**src/sv/rpc_pkg.sv**
```systemverilog
// Shared types, widths, constants and the arctangent table for the point rotation block.
// No dependencies; every other file in sv/ imports this package.
package rpc_pkg;

  localparam int COORD_WIDTH   = 16;
  localparam int CORDIC_STAGES = 16;
  localparam int ANGLE_WIDTH   = 21;

  localparam int PHASE_W = 32;
  localparam int XY_W    = 33;
  localparam int Z_W     = 32;
  localparam int FRAC_W  = 15;
  localparam int TRIG_W  = FRAC_W + 2;
  localparam int DIFF_W  = COORD_WIDTH + 1;
  localparam int PROD_W  = DIFF_W + TRIG_W;
  localparam int SUM_W   = PROD_W + 1;
  localparam int MAG_Q_W = SUM_W - FRAC_W;
  localparam int RES_W   = MAG_Q_W + 2;

  localparam int STAGE_IDX_W = $clog2(CORDIC_STAGES);
  localparam int ATAN_IDX_W  = 5;

  // angle reduction
  localparam int U_W           = ANGLE_WIDTH + 1;
  localparam int DEG_TURN      = 92160;
  localparam int DEG_OFFSET    = 12 * DEG_TURN;
  localparam int TURN_HI_SH    = 11;
  localparam int HI_W          = U_W - TURN_HI_SH;
  localparam int DEG_RECIP     = 2913;
  localparam int DEG_RECIP_SH  = 17;
  localparam int QP_W          = HI_W + 12;
  localparam int QD_W          = QP_W - DEG_RECIP_SH;
  localparam int R_W           = 17;
  localparam int PH_MUL        = 46603;
  localparam int M_W           = R_W + 4;
  localparam int PH_REM_RECIP  = 2982617;
  localparam int PH_REM_SH     = 27;
  localparam int P2_W          = M_W + 22;
  localparam int F_W           = P2_W - PH_REM_SH;
  localparam int RAD_TO_PHASE  = 683565276;
  localparam int RAD_SH        = 16;
  localparam int RADP_W        = ANGLE_WIDTH + 31;
  localparam int CORDIC_GAIN   = 652032875;
  localparam logic [PHASE_W-1:0] QUAD_HALF = 32'h2000_0000;

  localparam logic signed [COORD_WIDTH-1:0] COORD_MAX = {1'b0, {(COORD_WIDTH-1){1'b1}}};
  localparam logic signed [COORD_WIDTH-1:0] COORD_MIN = {1'b1, {(COORD_WIDTH-1){1'b0}}};

  // configuration port
  localparam int PADDR_W   = 3;
  localparam int PDATA_W   = 32;
  localparam int REG_IDX_W = PADDR_W - 2;
  localparam logic [REG_IDX_W-1:0] REG_ROUND = '0;

  typedef struct packed {
    logic signed [DIFF_W-1:0]      dx;
    logic signed [DIFF_W-1:0]      dy;
    logic signed [COORD_WIDTH-1:0] cx;
    logic signed [COORD_WIDTH-1:0] cy;
  } side_t;

  typedef struct packed {
    logic signed [XY_W-1:0] x;
    logic signed [XY_W-1:0] y;
    logic signed [Z_W-1:0]  z;
    logic [1:0]             quad;
    logic                   zero;
    side_t                  side;
  } cell_t;

  // atan(2^-i) in 2^-32 turn units
  function automatic logic [Z_W-1:0] atan_turn(input logic [ATAN_IDX_W-1:0] idx);
    logic [Z_W-1:0] v;
    unique case (idx)
      5'd0:  v = 32'd536870912;
      5'd1:  v = 32'd316933406;
      5'd2:  v = 32'd167458907;
      5'd3:  v = 32'd85004756;
      5'd4:  v = 32'd42667331;
      5'd5:  v = 32'd21354465;
      5'd6:  v = 32'd10679838;
      5'd7:  v = 32'd5340245;
      5'd8:  v = 32'd2670163;
      5'd9:  v = 32'd1335087;
      5'd10: v = 32'd667544;
      5'd11: v = 32'd333772;
      5'd12: v = 32'd166886;
      5'd13: v = 32'd83443;
      5'd14: v = 32'd41722;
      5'd15: v = 32'd20861;
      5'd16: v = 32'd10430;
      5'd17: v = 32'd5215;
      5'd18: v = 32'd2608;
      5'd19: v = 32'd1304;
      5'd20: v = 32'd652;
      5'd21: v = 32'd326;
      5'd22: v = 32'd163;
      5'd23: v = 32'd81;
      default: v = '0;
    endcase
    return v;
  endfunction

endpackage

```
**src/sv/rpc_cell.sv**
```systemverilog
// One CORDIC micro-rotation cell with its own pipeline register.
// Depends on rpc_pkg for the cell payload type and the arctangent table.
module rpc_cell (
  input  logic                            clk,
  input  logic                            rst,
  input  logic [rpc_pkg::STAGE_IDX_W-1:0] stage_idx,
  input  logic                            up_vld,
  input  rpc_pkg::cell_t                  up_cell,
  output logic                            up_ld,
  input  logic                            dn_ld,
  output logic                            dn_vld,
  output rpc_pkg::cell_t                  dn_cell
);
  import rpc_pkg::*;

  logic                   vld;
  logic                   ld;
  logic signed [XY_W-1:0] x_i;
  logic signed [XY_W-1:0] y_i;
  logic signed [Z_W-1:0]  z_i;
  logic signed [XY_W-1:0] xs;
  logic signed [XY_W-1:0] ys;
  logic signed [Z_W-1:0]  ang;
  cell_t                  cell_next;
  cell_t                  cell_q;

  assign ld    = !vld || dn_ld;
  assign up_ld = ld;

  always_comb begin
    x_i = up_cell.x;
    y_i = up_cell.y;
    z_i = up_cell.z;
    xs  = x_i >>> stage_idx;
    ys  = y_i >>> stage_idx;
    ang = signed'(atan_turn(ATAN_IDX_W'(stage_idx)));
    cell_next = up_cell;
    if (!z_i[Z_W-1]) begin
      cell_next.x = x_i - ys;
      cell_next.y = y_i + xs;
      cell_next.z = z_i - ang;
    end else begin
      cell_next.x = x_i + ys;
      cell_next.y = y_i - xs;
      cell_next.z = z_i + ang;
    end
  end

  always_ff @(posedge clk) begin
    if (rst) begin
      vld <= 1'b0;
    end else if (ld) begin
      vld <= up_vld;
    end
  end

  always_ff @(posedge clk) begin
    if (ld) begin
      cell_q <= cell_next;
    end
  end

  assign dn_vld  = vld;
  assign dn_cell = cell_q;

endmodule

```
**config.mk**
```make
export PLATFORM = sky130hd
export DESIGN_NAME = rpc_cell
export DESIGN_NICKNAME = d
export VERILOG_FILES = /design/src/sv/rpc_pkg.sv /design/src/sv/rpc_cell.sv
export SDC_FILE = /design/constraint.sdc
export NUM_CORES = 1
export LEC_CHECK = 0
export BUFFER_PORTS_ARGS = -buffer_cell sky130_fd_sc_hd__buf_2
export CAP_MARGIN = 0
export CORE_MARGIN = 5
export CORE_UTILIZATION = 51
export CTS_CLUSTER_SIZE = 16
export DETAILED_ROUTE_END_ITERATION = 6
export GPL_TIMING_DRIVEN = 0
export PLACE_DENSITY = 0.72
export SLEW_MARGIN = 20
export SYNTH_ARGS = -nofsm -noshare
export SYNTH_HDL_FRONTEND = slang
export SYNTH_SLANG_ARGS = --single-unit
```
**constraint.sdc**
```tcl
create_clock -name clk -period 11 [get_ports clk]
set_input_delay 0.55 -clock clk [delete_from_list [all_inputs] [get_ports clk]]
set_output_delay 0.55 -clock clk [all_outputs]
set_load 0.005 [all_outputs]
```
Word level (Yosys, flattened, before mapping)

Memories as Yosys holds them, arrays and structs flattened.
Index checks and enable logic that the tools add are counted.

Memories: 1
Bits in registers: 168
Bits in read-only memories: 480
Output and inout port bits: 169

Memories:

| memory           | words | bits a word | rd ports | clocked after memory_dff | wr ports | RTL line      | RTL |
|---|---|---|---|---|---|---|---|
| (name not given) | 16    | 30          | 1        | 0                        | 0        | rpc_pkg.sv:74 | `unique case (idx)` |

Muxes and demuxes: 1
Reductions and logical operators: 2
Shift operators: 2
$add $sub $neg: 6

Operators by type and width:

| kind               | count |
|---|---|
| $mux W98           | 1 |
| $add A33 B33 Y33   | 2 |
| $sshr A33 B4 Y33   | 2 |
| $sub A33 B33 Y33   | 2 |
| $add A32 B32 Y32   | 1 |
| $sub A32 B32 Y32   | 1 |
| $logic_not A1 Y1   | 1 |
| $logic_or A1 B1 Y1 | 1 |

Depth between registers and ports, before layout

Gate-level depths: netlist of run 1.

Depth after elaboration: 3
Gate-level depth with buffers: 27
Depth with buffers taken out: 21

Worst setup path before layout of run 1

No wires, ideal clock.

Path kind: input-to-reg
Start point: in stage_idx[1] (netlist bit)
End point: reg cell_q (netlist bit dn_cell[100]), data pin
Stages on the path: 24
Library setup time: 0.264 ns
Path slack: 5.173 ns
Data required time: 10.736 ns
Arrival time: 5.564 ns
Path buffers: 5
Path through: buf_2 -> buf_1 -> buf_2 -> inv_2 -> buf_1 -> buf_1 -> ha_1 -> o21ai_0 -> a21oi_1 -> inv_1 -> a2111oi_0 -> and3_1 -> nor2_1 -> xor2_1 -> ha_1 -> and4_1 -> a41o_1 -> a221oi_1 -> o21a_1 -> o211ai_1 -> a41o_1 -> a41o_1 -> a21oi_1 -> xor2_1

RTL lines:

| item                 | RTL line       | RTL |
|---|---|---|
| start, declared      | rpc_cell.sv:6  | `input logic [rpc_pkg::STAGE_IDX_W-1:0] stage_idx,` |
| end signal, assigned | rpc_cell.sv:59 | `cell_q <= cell_next;` |
| end, declared        | rpc_cell.sv:25 | `cell_t cell_q;` |

==> results_tabular.tex, run 1 <==
\begin{tabular}{lr}
\hline
Metric & Value \\
\hline
\multicolumn{2}{l}{\textbf{Status}} \\
Outcome & finished clean \\
\multicolumn{2}{l}{\textbf{Routing}} \\
DR pass1 iterations & 6 \\
Starting DRC count in detailed routing & 1739 \\
WL met2 & 28300 um \\
ANT nets after route & 0 \\
Drt total wl & 61900 um \\
Topmost layer with routed signal wires & met5 \\
Detailed-routing wirelength on met1 & 25300 um \\
Routed via count divided by cell count & 6.42 \\
Post-detailed-route DRC marker count & 0 \\
Overall via count from detail\_route & 15.6k \\
Post-detailed-route wirelength per cell & 25.5 um \\
Routed wire length on met3 & 6570 um \\
\multicolumn{2}{l}{\textbf{Clock tree}} \\
Root buf cell & sky130\_fd\_sc\_hd\_\_clkbuf\_16 \\
H-tree levels & 4 \\
Worst skew pair latency & 460 ps \\
Count of buffers added by post-CTS timing repair for setup & 0 \\
Post-cts sizing count & 0 \\
Number of buffers inserted during clock tree synthesis & 17 \\
CTS tree & yes \\
Clock sinks & 168 \\
Max Root-Sink Buffers & 2 \\
Clock Pin Slew Worst Setup and Hold Paths & 70 ps \\
Number of hold buffers added after cts & 0 \\
\multicolumn{2}{l}{\textbf{Critical path}} \\
Critical Path Slowest Stage Cell & sky130\_fd\_sc\_hd\_\_clkbuf\_1 \\
Critical path, cell by cell & buf\_2 > buf\_2 > buf\_1 > clkbuf\_1 > mux4\_2 > mux2\_2 > mux2i\_1 > ha\_1 > inv\_1 > nor3b\_1 > and3\_1 > a31oi\_1 > xnor2\_1 > ha\_1 > a21oi\_1 > nand2\_1 > a2111oi\_0 > nor3\_1 > o211a\_1 > o211ai\_1 > a211oi\_1 > xnor2\_1 \\
Worst flop-to-flop path startpoint & dn\_vld \\
Crit-path max cell delay & 690 ps \\
Flop2flop setup slack & 9350 ps \\
Required arrival time at the worst endpoint & 11210 ps \\
Worst-path fanout max & 10 \\
Data arrival time of the worst path & 7590 ps \\
Worst reg2reg endpoint & dn\_cell[153] \\
Worst Reg2Reg Path Length in Cells & 2 \\
Type of the worst setup path & in -> reg \\
Endpoint type of the worst setup path & flop \\
Startpoint kind of the worst setup timing path & input pin \\
\multicolumn{2}{l}{\textbf{Timing}} \\
Minimum clock period after layout & 7380 ps \\
Max-slew violation total from the final report & 0 \\
Worst slew slack as a fraction of its limit & 27.9\% \\
Final setup skew & 7.62 ps \\
RSZ-0062 raised after global routing & false \\
Count of endpoints failing setup in the final report & 0 \\
Ratio of final minimum period to clock period & 67.1\% \\
Timing-limited maximum frequency & 135 MHz \\
Hold Fails Final Rpt & 0 \\
Worst slew pin tran & 1080 ps \\
Final total negative setup slack & 0 ps \\
\multicolumn{2}{l}{\textbf{Pwr}} \\
Overall Power & 0.00287 W \\
P per Cell Area & 151 nW/um\^{}2 \\
Lkg Pwr & 8.07 nW \\
Worst vdd ir & 0.131 mV \\
\multicolumn{2}{l}{\textbf{Synth}} \\
Post-synthesis sequential area ratio & 31.1\% \\
Synth Flop Type & sky130\_fd\_sc\_hd\_\_edfxtp\_1 \\
EDFF count, synth & 167 \\
Cells after synthesis & 1652 \\
Number of warnings issued by yosys & 0 \\
Fraction of synthesis flops using an asynchronous set or reset pin & 0\% \\
Flip-flop and latch count after synthesis & 168 \\
Post-synthesis cell type count & 81 \\
Number of nets produced by synthesis & 1935 \\
Synthesized area per cell & 9.79 sq um \\
Area of the mapped netlist & 16200 sq um \\
\multicolumn{2}{l}{\textbf{GRT}} \\
Antenna violations before repair & 2 \\
Number of global-route vias before repair & 14.9k \\
Total routing usage reported by global routing & 33.7\% \\
Wire length of the first global-routing pass & 91800 um \\
Maximum number of pins on one net before global-route repair & 61 \\
Total gr overflow & 0 \\
\multicolumn{2}{l}{\textbf{Hold path}} \\
Sink of the worst hold path & dn\_vld \\
Hold Crit Depth & 2 \\
Source of the worst hold timing path & rst \\
Hold/Removal Path Class & in -> reg \\
\multicolumn{2}{l}{\textbf{Die}} \\
Std cell rows & 65 \\
Die Area & 35400 sq um \\
Area of the placeable core & 31500 sq um \\
Die X-Extent & 188 um \\
Effective utilization at floorplan & 51.4\% \\
Top Ports & 344 \\
Die H & 188 um \\
\multicolumn{2}{l}{\textbf{Final layout}} \\
Area growth from synthesis to layout & 17.9\% \\
Fraction of layout cells with a size suffix above 1 & 25.8\% \\
Nets & 2297 \\
\multicolumn{2}{l}{\textbf{Place}} \\
HPWL after detailed placement & 48500 um \\
Gpl congestion & 1.07 \\
Count of buffers from port buffering & 341 \\
\multicolumn{2}{l}{\textbf{Run}} \\
Maximum Capacitance Violations & 0 \\
\hline
\end{tabular}
## synthesized netlist by cell type (7+ instances only)
| cell | count | area [sq um] |
|---|---|---|
| sky130_fd_sc_hd__edfxtp_1 | 167 | 5010 |
| sky130_fd_sc_hd__a21oi_1 | 147 | 736 |
| sky130_fd_sc_hd__nand2_1 | 139 | 522 |
| sky130_fd_sc_hd__xnor2_1 | 116 | 1020 |
| sky130_fd_sc_hd__nor2_1 | 110 | 413 |
| sky130_fd_sc_hd__ha_1 | 105 | 1310 |
| sky130_fd_sc_hd__o21ai_0 | 86 | 430 |
| sky130_fd_sc_hd__mux4_2 | 76 | 1710 |
| sky130_fd_sc_hd__mux2i_1 | 61 | 611 |
| sky130_fd_sc_hd__xor2_1 | 56 | 490 |
| sky130_fd_sc_hd__inv_1 | 46 | 173 |
| sky130_fd_sc_hd__a21o_1 | 40 | 300 |
| sky130_fd_sc_hd__clkbuf_1 | 40 | 150 |
| sky130_fd_sc_hd__nor3_1 | 39 | 195 |
| sky130_fd_sc_hd__a31oi_1 | 32 | 200 |
| sky130_fd_sc_hd__nand3_1 | 23 | 115 |
| sky130_fd_sc_hd__o211ai_1 | 22 | 165 |
| sky130_fd_sc_hd__mux2_2 | 21 | 236 |
| sky130_fd_sc_hd__nor2b_1 | 20 | 125 |
| sky130_fd_sc_hd__nand2b_1 | 19 | 119 |
| sky130_fd_sc_hd__o21a_1 | 19 | 143 |
| sky130_fd_sc_hd__a211oi_1 | 18 | 135 |
| sky130_fd_sc_hd__buf_1 | 17 | 63.8 |
| sky130_fd_sc_hd__buf_2 | 16 | 80.1 |
| sky130_fd_sc_hd__and3_1 | 15 | 93.8 |
| sky130_fd_sc_hd__and2_1 | 13 | 81.3 |
| sky130_fd_sc_hd__o21bai_1 | 12 | 90.1 |
| sky130_fd_sc_hd__o22ai_1 | 10 | 62.6 |
| sky130_fd_sc_hd__o21ai_1 | 9 | 45.0 |
| sky130_fd_sc_hd__or2_2 | 9 | 56.3 |
| sky130_fd_sc_hd__nand4_1 | 8 | 50.1 |
| sky130_fd_sc_hd__nor3b_1 | 8 | 60.1 |
| sky130_fd_sc_hd__a41oi_1 | 7 | 61.3 |
| sky130_fd_sc_hd__mux2_1 | 7 | 78.8 |
## final cells by class
type / count / area [sq um]
diodes: 3 / 7.51
fillers: 2709 / 12400
multi-input cells: 1350 / 10600
repair buffers: 343 / 1760
inverters: 51 / 191
clock buffers: 17 / 425
clock inverters: 15 / 196
plain buffers: 83 / 384
flip-flops and latches: 168 / 5030
well taps: 402 / 503
## power by group
group / internal (W) / switching, W
sequential: 0.000923 / 0.0000425
clock: 0.000310 / 0.000313
combinational: 0.000553 / 0.000732
total: 0.00179 / 0.00109
## worst max-delay path by stage
stage / startpoint / to / slack [ps] / cells past startpoint
after floorplan: stage_idx[1] / dn_cell[100] / 5170 / 24
after global placement: stage_idx[1] / dn_cell[163] / 3330 / 22
after detailed placement: stage_idx[1] / dn_cell[163] / 3320 / 22
after CTS: stage_idx[1] / dn_cell[163] / 3760 / 22
after global routing: stage_idx[1] / dn_cell[165] / 3350 / 22
final: stage_idx[1] / dn_cell[163] / 3620 / 22
## stage by stage
stage | hold WS (ps) | cell area [sq um] | util (%) | instances | worst slack [ps]
after floorplan | 619 | 16200 | - | 1652 | 5170
after global placement | 706 | 18400 | 58.4 | 2395 | 3330
after detailed placement | 711 | 18500 | 58.6 | 2397 | 3320
after CTS | 214 | 19100 | 60.6 | 2429 | 3760
after global routing | 219 | 19100 | 60.6 | 2429 | 3350
final | 234 | 19100 | 60.6 | 2432 | 3620
## cells in the final DEF (no fill, tap or decap), drive strengths merged, types with 8 or more instances in the layout
master	count
a211oi	19
a21o	40
a21oi	147
a31oi	32
and2	14
and3	15
buf	386
clkbuf	57
clkinv	9
edfxtp	167
ha	105
inv	55
mux2	28
mux2i	61
mux4	76
nand2	139
nand2b	19
nand3	23
nand4	8
nor2	111
nor2b	20
nor3	39
nor3b	8
o211ai	22
o21a	19
o21ai	95
o21bai	12
o22ai	10
or2	9
xnor2	116
xor2	56
## kinds of logic after synthesis
logic type | count (synthesis) | share of synthesized area (%)
adder cells (fa/ha/maj) | 108 | 8.49
multiplexers | 165 | 16.3
flip-flops | 168 | 31.1
XOR/XNOR | 172 | 9.31
AND/OR/NAND/NOR | 431 | 12.7
AO/OA/AOI/OAI | 474 | 18.6
buffers and inverters | 134 | 3.56
## critical path, delay by kind of cell
family,cells,cell delay (ps)
AOI/OAI and AO/OA,6,1830
xor gates and xnor gates,2,550
adders and majority gates,2,640
buffers and inverters,5,1630
muxes,3,1190
and+or+nand+nor,4,1180
## sequential cells by signal, indices dropped and copies added, names as in the netlist
name / flops
dn_cell: 167
dn_vld: 1
## routing by layer
| layer | vias to the layer above | global-route usage, % |
|---|---|---|
| met5 | - | 0 |
| met2 | 915 | 54.1 |
| met3 | 131 | 8.67 |
| li1 | 7025 | - |
| met1 | 7536 | 45.4 |
| met4 | 2 | 9.80 |
No activity file was read; power rests on OpenSTA's default activity.
==> inputs of run 2 (changes only) <==
ABC_AREA = 1   (was unset)
PLACE_DENSITY = 0.75   (was 0.72)
clock period = 6.05 ns   (was 11 ns; I/O delays follow)
==> results_tabular.tex, run 2 <==
\begin{tabular}{lr}
\hline
Metric & Value \\
\hline
\multicolumn{2}{l}{\textbf{Critical path}} \\
Data arrival time of the worst path & 5940 ps (was 7590 ps) \\
Type of the worst setup path & in -> reg (unchanged) \\
Required arrival time at the worst endpoint & 6360 ps (was 11210 ps) \\
Endpoint type of the worst setup path & flop (unchanged) \\
Critical Path Slowest Stage Cell & sky130\_fd\_sc\_hd\_\_a21oi\_1 (was sky130\_fd\_sc\_hd\_\_clkbuf\_1) \\
Startpoint kind of the worst setup timing path & input pin (unchanged) \\
Crit-path max cell delay & 480 ps (was 690 ps) \\
Most prevalent standard cell on the critical path & sky130\_fd\_sc\_hd\_\_nand2\_1 \\
Worst-path fanout max & 13 (was 10) \\
\multicolumn{2}{l}{\textbf{Timing}} \\
Final Hold Slack & 8.63 ps (was 234 ps) \\
Worst slew pin tran & 1140 ps (was 1080 ps) \\
RSZ-0062 raised after global routing & false (unchanged) \\
Timing-limited maximum frequency & 178 MHz \\
Hold Fails Final Rpt & 0 (unchanged) \\
Count of endpoints failing setup in the final report & 0 (unchanged) \\
Ratio of final minimum period to clock period & 93.1\% \\
Final setup skew & 5.96 ps (was 7.62 ps) \\
Minimum clock period after layout & 5630 ps \\
Max-slew violation total from the final report & 0 (unchanged) \\
Final total negative setup slack & 0 ps (unchanged) \\
Worst slew slack as a fraction of its limit & 23.8\% (was 27.9\%) \\
\multicolumn{2}{l}{\textbf{Synth}} \\
Area of the mapped netlist & 16400 sq um (was 16200 sq um) \\
Leading post-synthesis cells by instance count & sky130\_fd\_sc\_hd\_\_nand2\_1, sky130\_fd\_sc\_hd\_\_nand3\_1, sky130\_fd\_sc\_hd\_\_nor2\_1 (was sky130\_fd\_sc\_hd\_\_edfxtp\_1, sky130\_fd\_sc\_hd\_\_a21oi\_1, sky130\_fd\_sc\_hd\_\_nand2\_1) \\
Fraction of synthesis flops using an asynchronous set or reset pin & 0\% (unchanged) \\
Synthesized-area fraction occupied by xor and xnor cells & 8.52\% (was 9.31\%) \\
Synth top area share & 30.5\% (was 31.0\%) \\
Post-synthesis cell type count & 49 (was 81) \\
Number of warnings issued by yosys & 0 (unchanged) \\
Dominant combinational cell family by area after synthesis & simple AND/OR/NAND/NOR gates (was compound AO/OA/AOI/OAI gates) \\
Multiplexer fraction of the synthesized cell area & 0\% (was 16.3\%) \\
Adder-cell area share of the yosys netlist & 8.41\% (was 8.49\%) \\
Synthesized area per cell & 7.01 sq um (was 9.79 sq um) \\
Synthesized-area fraction occupied by ao, oa, aoi and oai cells & 10.3\% (was 18.6\%) \\
Cells after synthesis & 2346 (was 1652) \\
Synth Flop Type & sky130\_fd\_sc\_hd\_\_edfxtp\_1 (unchanged) \\
Number of nets produced by synthesis & 2629 (was 1935) \\
Largest area contributor in the synthesized netlist & sky130\_fd\_sc\_hd\_\_edfxtp\_1 (unchanged) \\
EDFF count, synth & 167 (unchanged) \\
Synth top area cells & sky130\_fd\_sc\_hd\_\_edfxtp\_1, sky130\_fd\_sc\_hd\_\_nand2\_1, sky130\_fd\_sc\_hd\_\_nand3\_1, sky130\_fd\_sc\_hd\_\_ha\_1, sky130\_fd\_sc\_hd\_\_xor2\_1 (was sky130\_fd\_sc\_hd\_\_edfxtp\_1, sky130\_fd\_sc\_hd\_\_mux4\_2, sky130\_fd\_sc\_hd\_\_ha\_1, sky130\_fd\_sc\_hd\_\_xnor2\_1, sky130\_fd\_sc\_hd\_\_a21oi\_1) \\
Simple-gate area share of the yosys netlist & 34.8\% (was 12.7\%) \\
Post-synthesis sequential area ratio & 30.6\% (was 31.1\%) \\
Flip-flop and latch count after synthesis & 168 (unchanged) \\
Dominant cell by count in the synthesized netlist & sky130\_fd\_sc\_hd\_\_nand2\_1 (was sky130\_fd\_sc\_hd\_\_edfxtp\_1) \\
\multicolumn{2}{l}{\textbf{GRT}} \\
Total gr overflow & 0 (unchanged) \\
Layer carrying the most global-route usage & met2 (unchanged) \\
Maximum number of pins on one net before global-route repair & 63 (was 61) \\
Met2 Resource Use GR & 58.9\% (was 54.1\%) \\
Wire length of the first global-routing pass & 99800 um (was 91800 um) \\
Total routing usage reported by global routing & 36.0\% (was 33.7\%) \\
Antenna violations before repair & 0 (was 2) \\
Met1 usage & 45.8\% (was 45.4\%) \\
Number of global-route vias before repair & 17.9k (was 14.9k) \\
Global-route track usage on met3 & 7.14\% (was 8.67\%) \\
\multicolumn{2}{l}{\textbf{Final layout}} \\
Most frequent cells in the layout & sky130\_fd\_sc\_hd\_\_nand2\_1, sky130\_fd\_sc\_hd\_\_buf\_2, sky130\_fd\_sc\_hd\_\_nand3\_1 (was sky130\_fd\_sc\_hd\_\_buf\_2, sky130\_fd\_sc\_hd\_\_edfxtp\_1, sky130\_fd\_sc\_hd\_\_a21oi\_1) \\
Fraction of layout cells with a size suffix above 1 & 18.6\% (was 25.8\%) \\
Cell area after layout & 19400 sq um (was 19100 sq um) \\
Final-layout fill cell count & 2856 (was 2709) \\
Area growth from synthesis to layout & 18.2\% (was 17.9\%) \\
Nets & 3003 (was 2297) \\
Flip-flop count of the largest register, all copies and words added & 167 (unchanged) \\
Leading cell type in the layout, fill and taps excluded & sky130\_fd\_sc\_hd\_\_nand2\_1 (was sky130\_fd\_sc\_hd\_\_buf\_2) \\
\multicolumn{2}{l}{\textbf{Die}} \\
Top Ports & 344 (unchanged) \\
Die H & 190 um (was 188 um) \\
Area of the placeable core & 31700 sq um (was 31500 sq um) \\
Std cell rows & 65 (unchanged) \\
Die X-Extent & 190 um (was 188 um) \\
Effective utilization at floorplan & 51.9\% (was 51.4\%) \\
Die Area & 35900 sq um (was 35400 sq um) \\
\multicolumn{2}{l}{\textbf{Pwr}} \\
Cell-internal power & 0.00307 W (was 0.00179 W) \\
Portion of total power attributed to the clock network & 21.4\% (was 21.7\%) \\
Worst vdd ir & 0.194 mV (was 0.131 mV) \\
P per Cell Area & 267 nW/um\^{}2 (was 151 nW/um\^{}2) \\
Lkg Pwr & 9.59 nW (was 8.07 nW) \\
Portion of total power attributed to sequential cells & 33.8\% (was 33.6\%) \\
Comb power frac & 44.8\% (was 44.7\%) \\
Switching Fraction & 40.7\% (was 37.9\%) \\
Sw Pwr & 0.00211 W (was 0.00109 W) \\
\multicolumn{2}{l}{\textbf{Routing}} \\
Drt total wl & 68000 um (was 61900 um) \\
ANT nets after route & 0 (unchanged) \\
Routed via count divided by cell count & 5.91 (was 6.42) \\
Overall via count from detail\_route & 18.6k (was 15.6k) \\
Post-detailed-route DRC marker count & 7 (was 0) \\
Post-detailed-route wirelength per cell & 21.7 um (was 25.5 um) \\
DR pass1 iterations & 7 (was 6) \\
Starting DRC count in detailed routing & 2081 (was 1739) \\
\multicolumn{2}{l}{\textbf{Status}} \\
Violated checks & design-rule violations \\
Outcome & complete, but fails checks (was finished clean) \\
\multicolumn{2}{l}{\textbf{Clock tree}} \\
Clock sinks & 168 (unchanged) \\
Number of buffers inserted during clock tree synthesis & 17 (unchanged) \\
Worst skew pair latency & 460 ps (about the same) \\
CTS tree & yes (unchanged) \\
Root buf cell & sky130\_fd\_sc\_hd\_\_clkbuf\_16 (unchanged) \\
H-tree levels & 4 (unchanged) \\
Clock Pin Slew Worst Setup and Hold Paths & 80 ps (was 70 ps) \\
Max Root-Sink Buffers & 2 (unchanged) \\
\multicolumn{2}{l}{\textbf{Hold path}} \\
Hold/Removal Path Class & in -> reg (unchanged) \\
\multicolumn{2}{l}{\textbf{Place}} \\
Dpl cell area & 18700 sq um (was 18500 sq um) \\
HPWL after detailed placement & 53500 um (was 48500 um) \\
Gpl congestion & 1.08 (was 1.07) \\
Count of buffers from port buffering & 339 (was 341) \\
\multicolumn{2}{l}{\textbf{Run}} \\
Maximum Capacitance Violations & 0 (unchanged) \\
\hline
\end{tabular}
-- run 2: cell types whose count changed after synthesis, moves of 33 or more --
cell	change
sky130_fd_sc_hd__nand3_1	+308
sky130_fd_sc_hd__mux4_2	-76
sky130_fd_sc_hd__inv_1	+156
sky130_fd_sc_hd__nand2_1	+552
sky130_fd_sc_hd__nor2_1	+93
sky130_fd_sc_hd__mux2i_1	-61
sky130_fd_sc_hd__xnor2_1	-70
sky130_fd_sc_hd__a21oi_1	-33
sky130_fd_sc_hd__xor2_1	+58
-- run 2: layer usage --
layer / up-vias / routed length (um)
met1: 8613 / 27200
met5: - / 0
met3: 204 / 6530
met4: 0 / 3600
met2: 1137 / 30700
li1: 8602 / -
-- run 2: path summary, 6_finish.rpt --
kind	to	startpoint	slack, ps	depth (start not counted)
worst max register to register	dn_cell[148]	dn_vld	4090	3
worst min-delay path	dn_cell[34]	up_cell[34]	9	1
worst max-delay path	dn_cell[99]	stage_idx[1]	420	32
worst min register to register	dn_vld	dn_vld	1030	2
-- run 2: cell type report --
type	instances	area [sq um]	area share, %
multi-input combinational	1886	10200	52.5
sequential	168	5030	25.9
timing repair buffer	355	1890	9.73
inverter	221	830	4.27
tap	402	503	2.59
clock buffer	18	429	2.21
buffer	71	383	1.97
clock inverter	14	154	0.792
antenna	3	7.51	0.0386
-- run 2: what timing repair did --
action | CTS | global route
buffers inserted | 0 | 0
resized for setup | 0 | 0
hold buffers | 8 | 6
hold endpoints to repair | 8 | 6
-- run 2: cell families after synthesis --
family / count (synthesis)
AOI/OAI and AO/OA: 288
DFF: 168
buffers and inverters: 292
adders and majority gates: 109
and+or+nand+nor: 1329
xor gates and xnor gates: 160
-- run 2: power by group through the flow --
stage	sequential, W	combinational (W)	clock [W]
floorplan	0.00183	0.00135	0
global placement	0.00177	0.00219	0
detailed placement	0.00177	0.00224	0
CTS	0.00175	0.00227	0.00112
global route	0.00178	0.00253	0.00118
finish	0.00175	0.00232	0.00111
-- run 2: critical path, delay by kind of cell --
family / cells / cell delay [ps]
buffers and inverters: 7 / 1060
AND/OR/NAND/NOR: 18 / 2470
adder cells (fa/ha/maj): 3 / 940
XOR/XNOR: 2 / 350
AO/OA/AOI/OAI: 2 / 790
-- run 2: metrics by stage --
| step | total power [W] | utilization, % | std cells | setup WS (ps) |
|---|---|---|---|---|
| CTS | 0.00514 | 61.1 | 3129 | 848 |
| finish | 0.00518 | 61.3 | 3138 | 418 |
| global route | 0.00549 | 61.3 | 3135 | 186 |
| floorplan | 0.00318 | - | 2346 | 1590 |
| global placement | 0.00396 | 58.8 | 3087 | 79.1 |
| detailed placement | 0.00401 | 59.0 | 3089 | 388 |
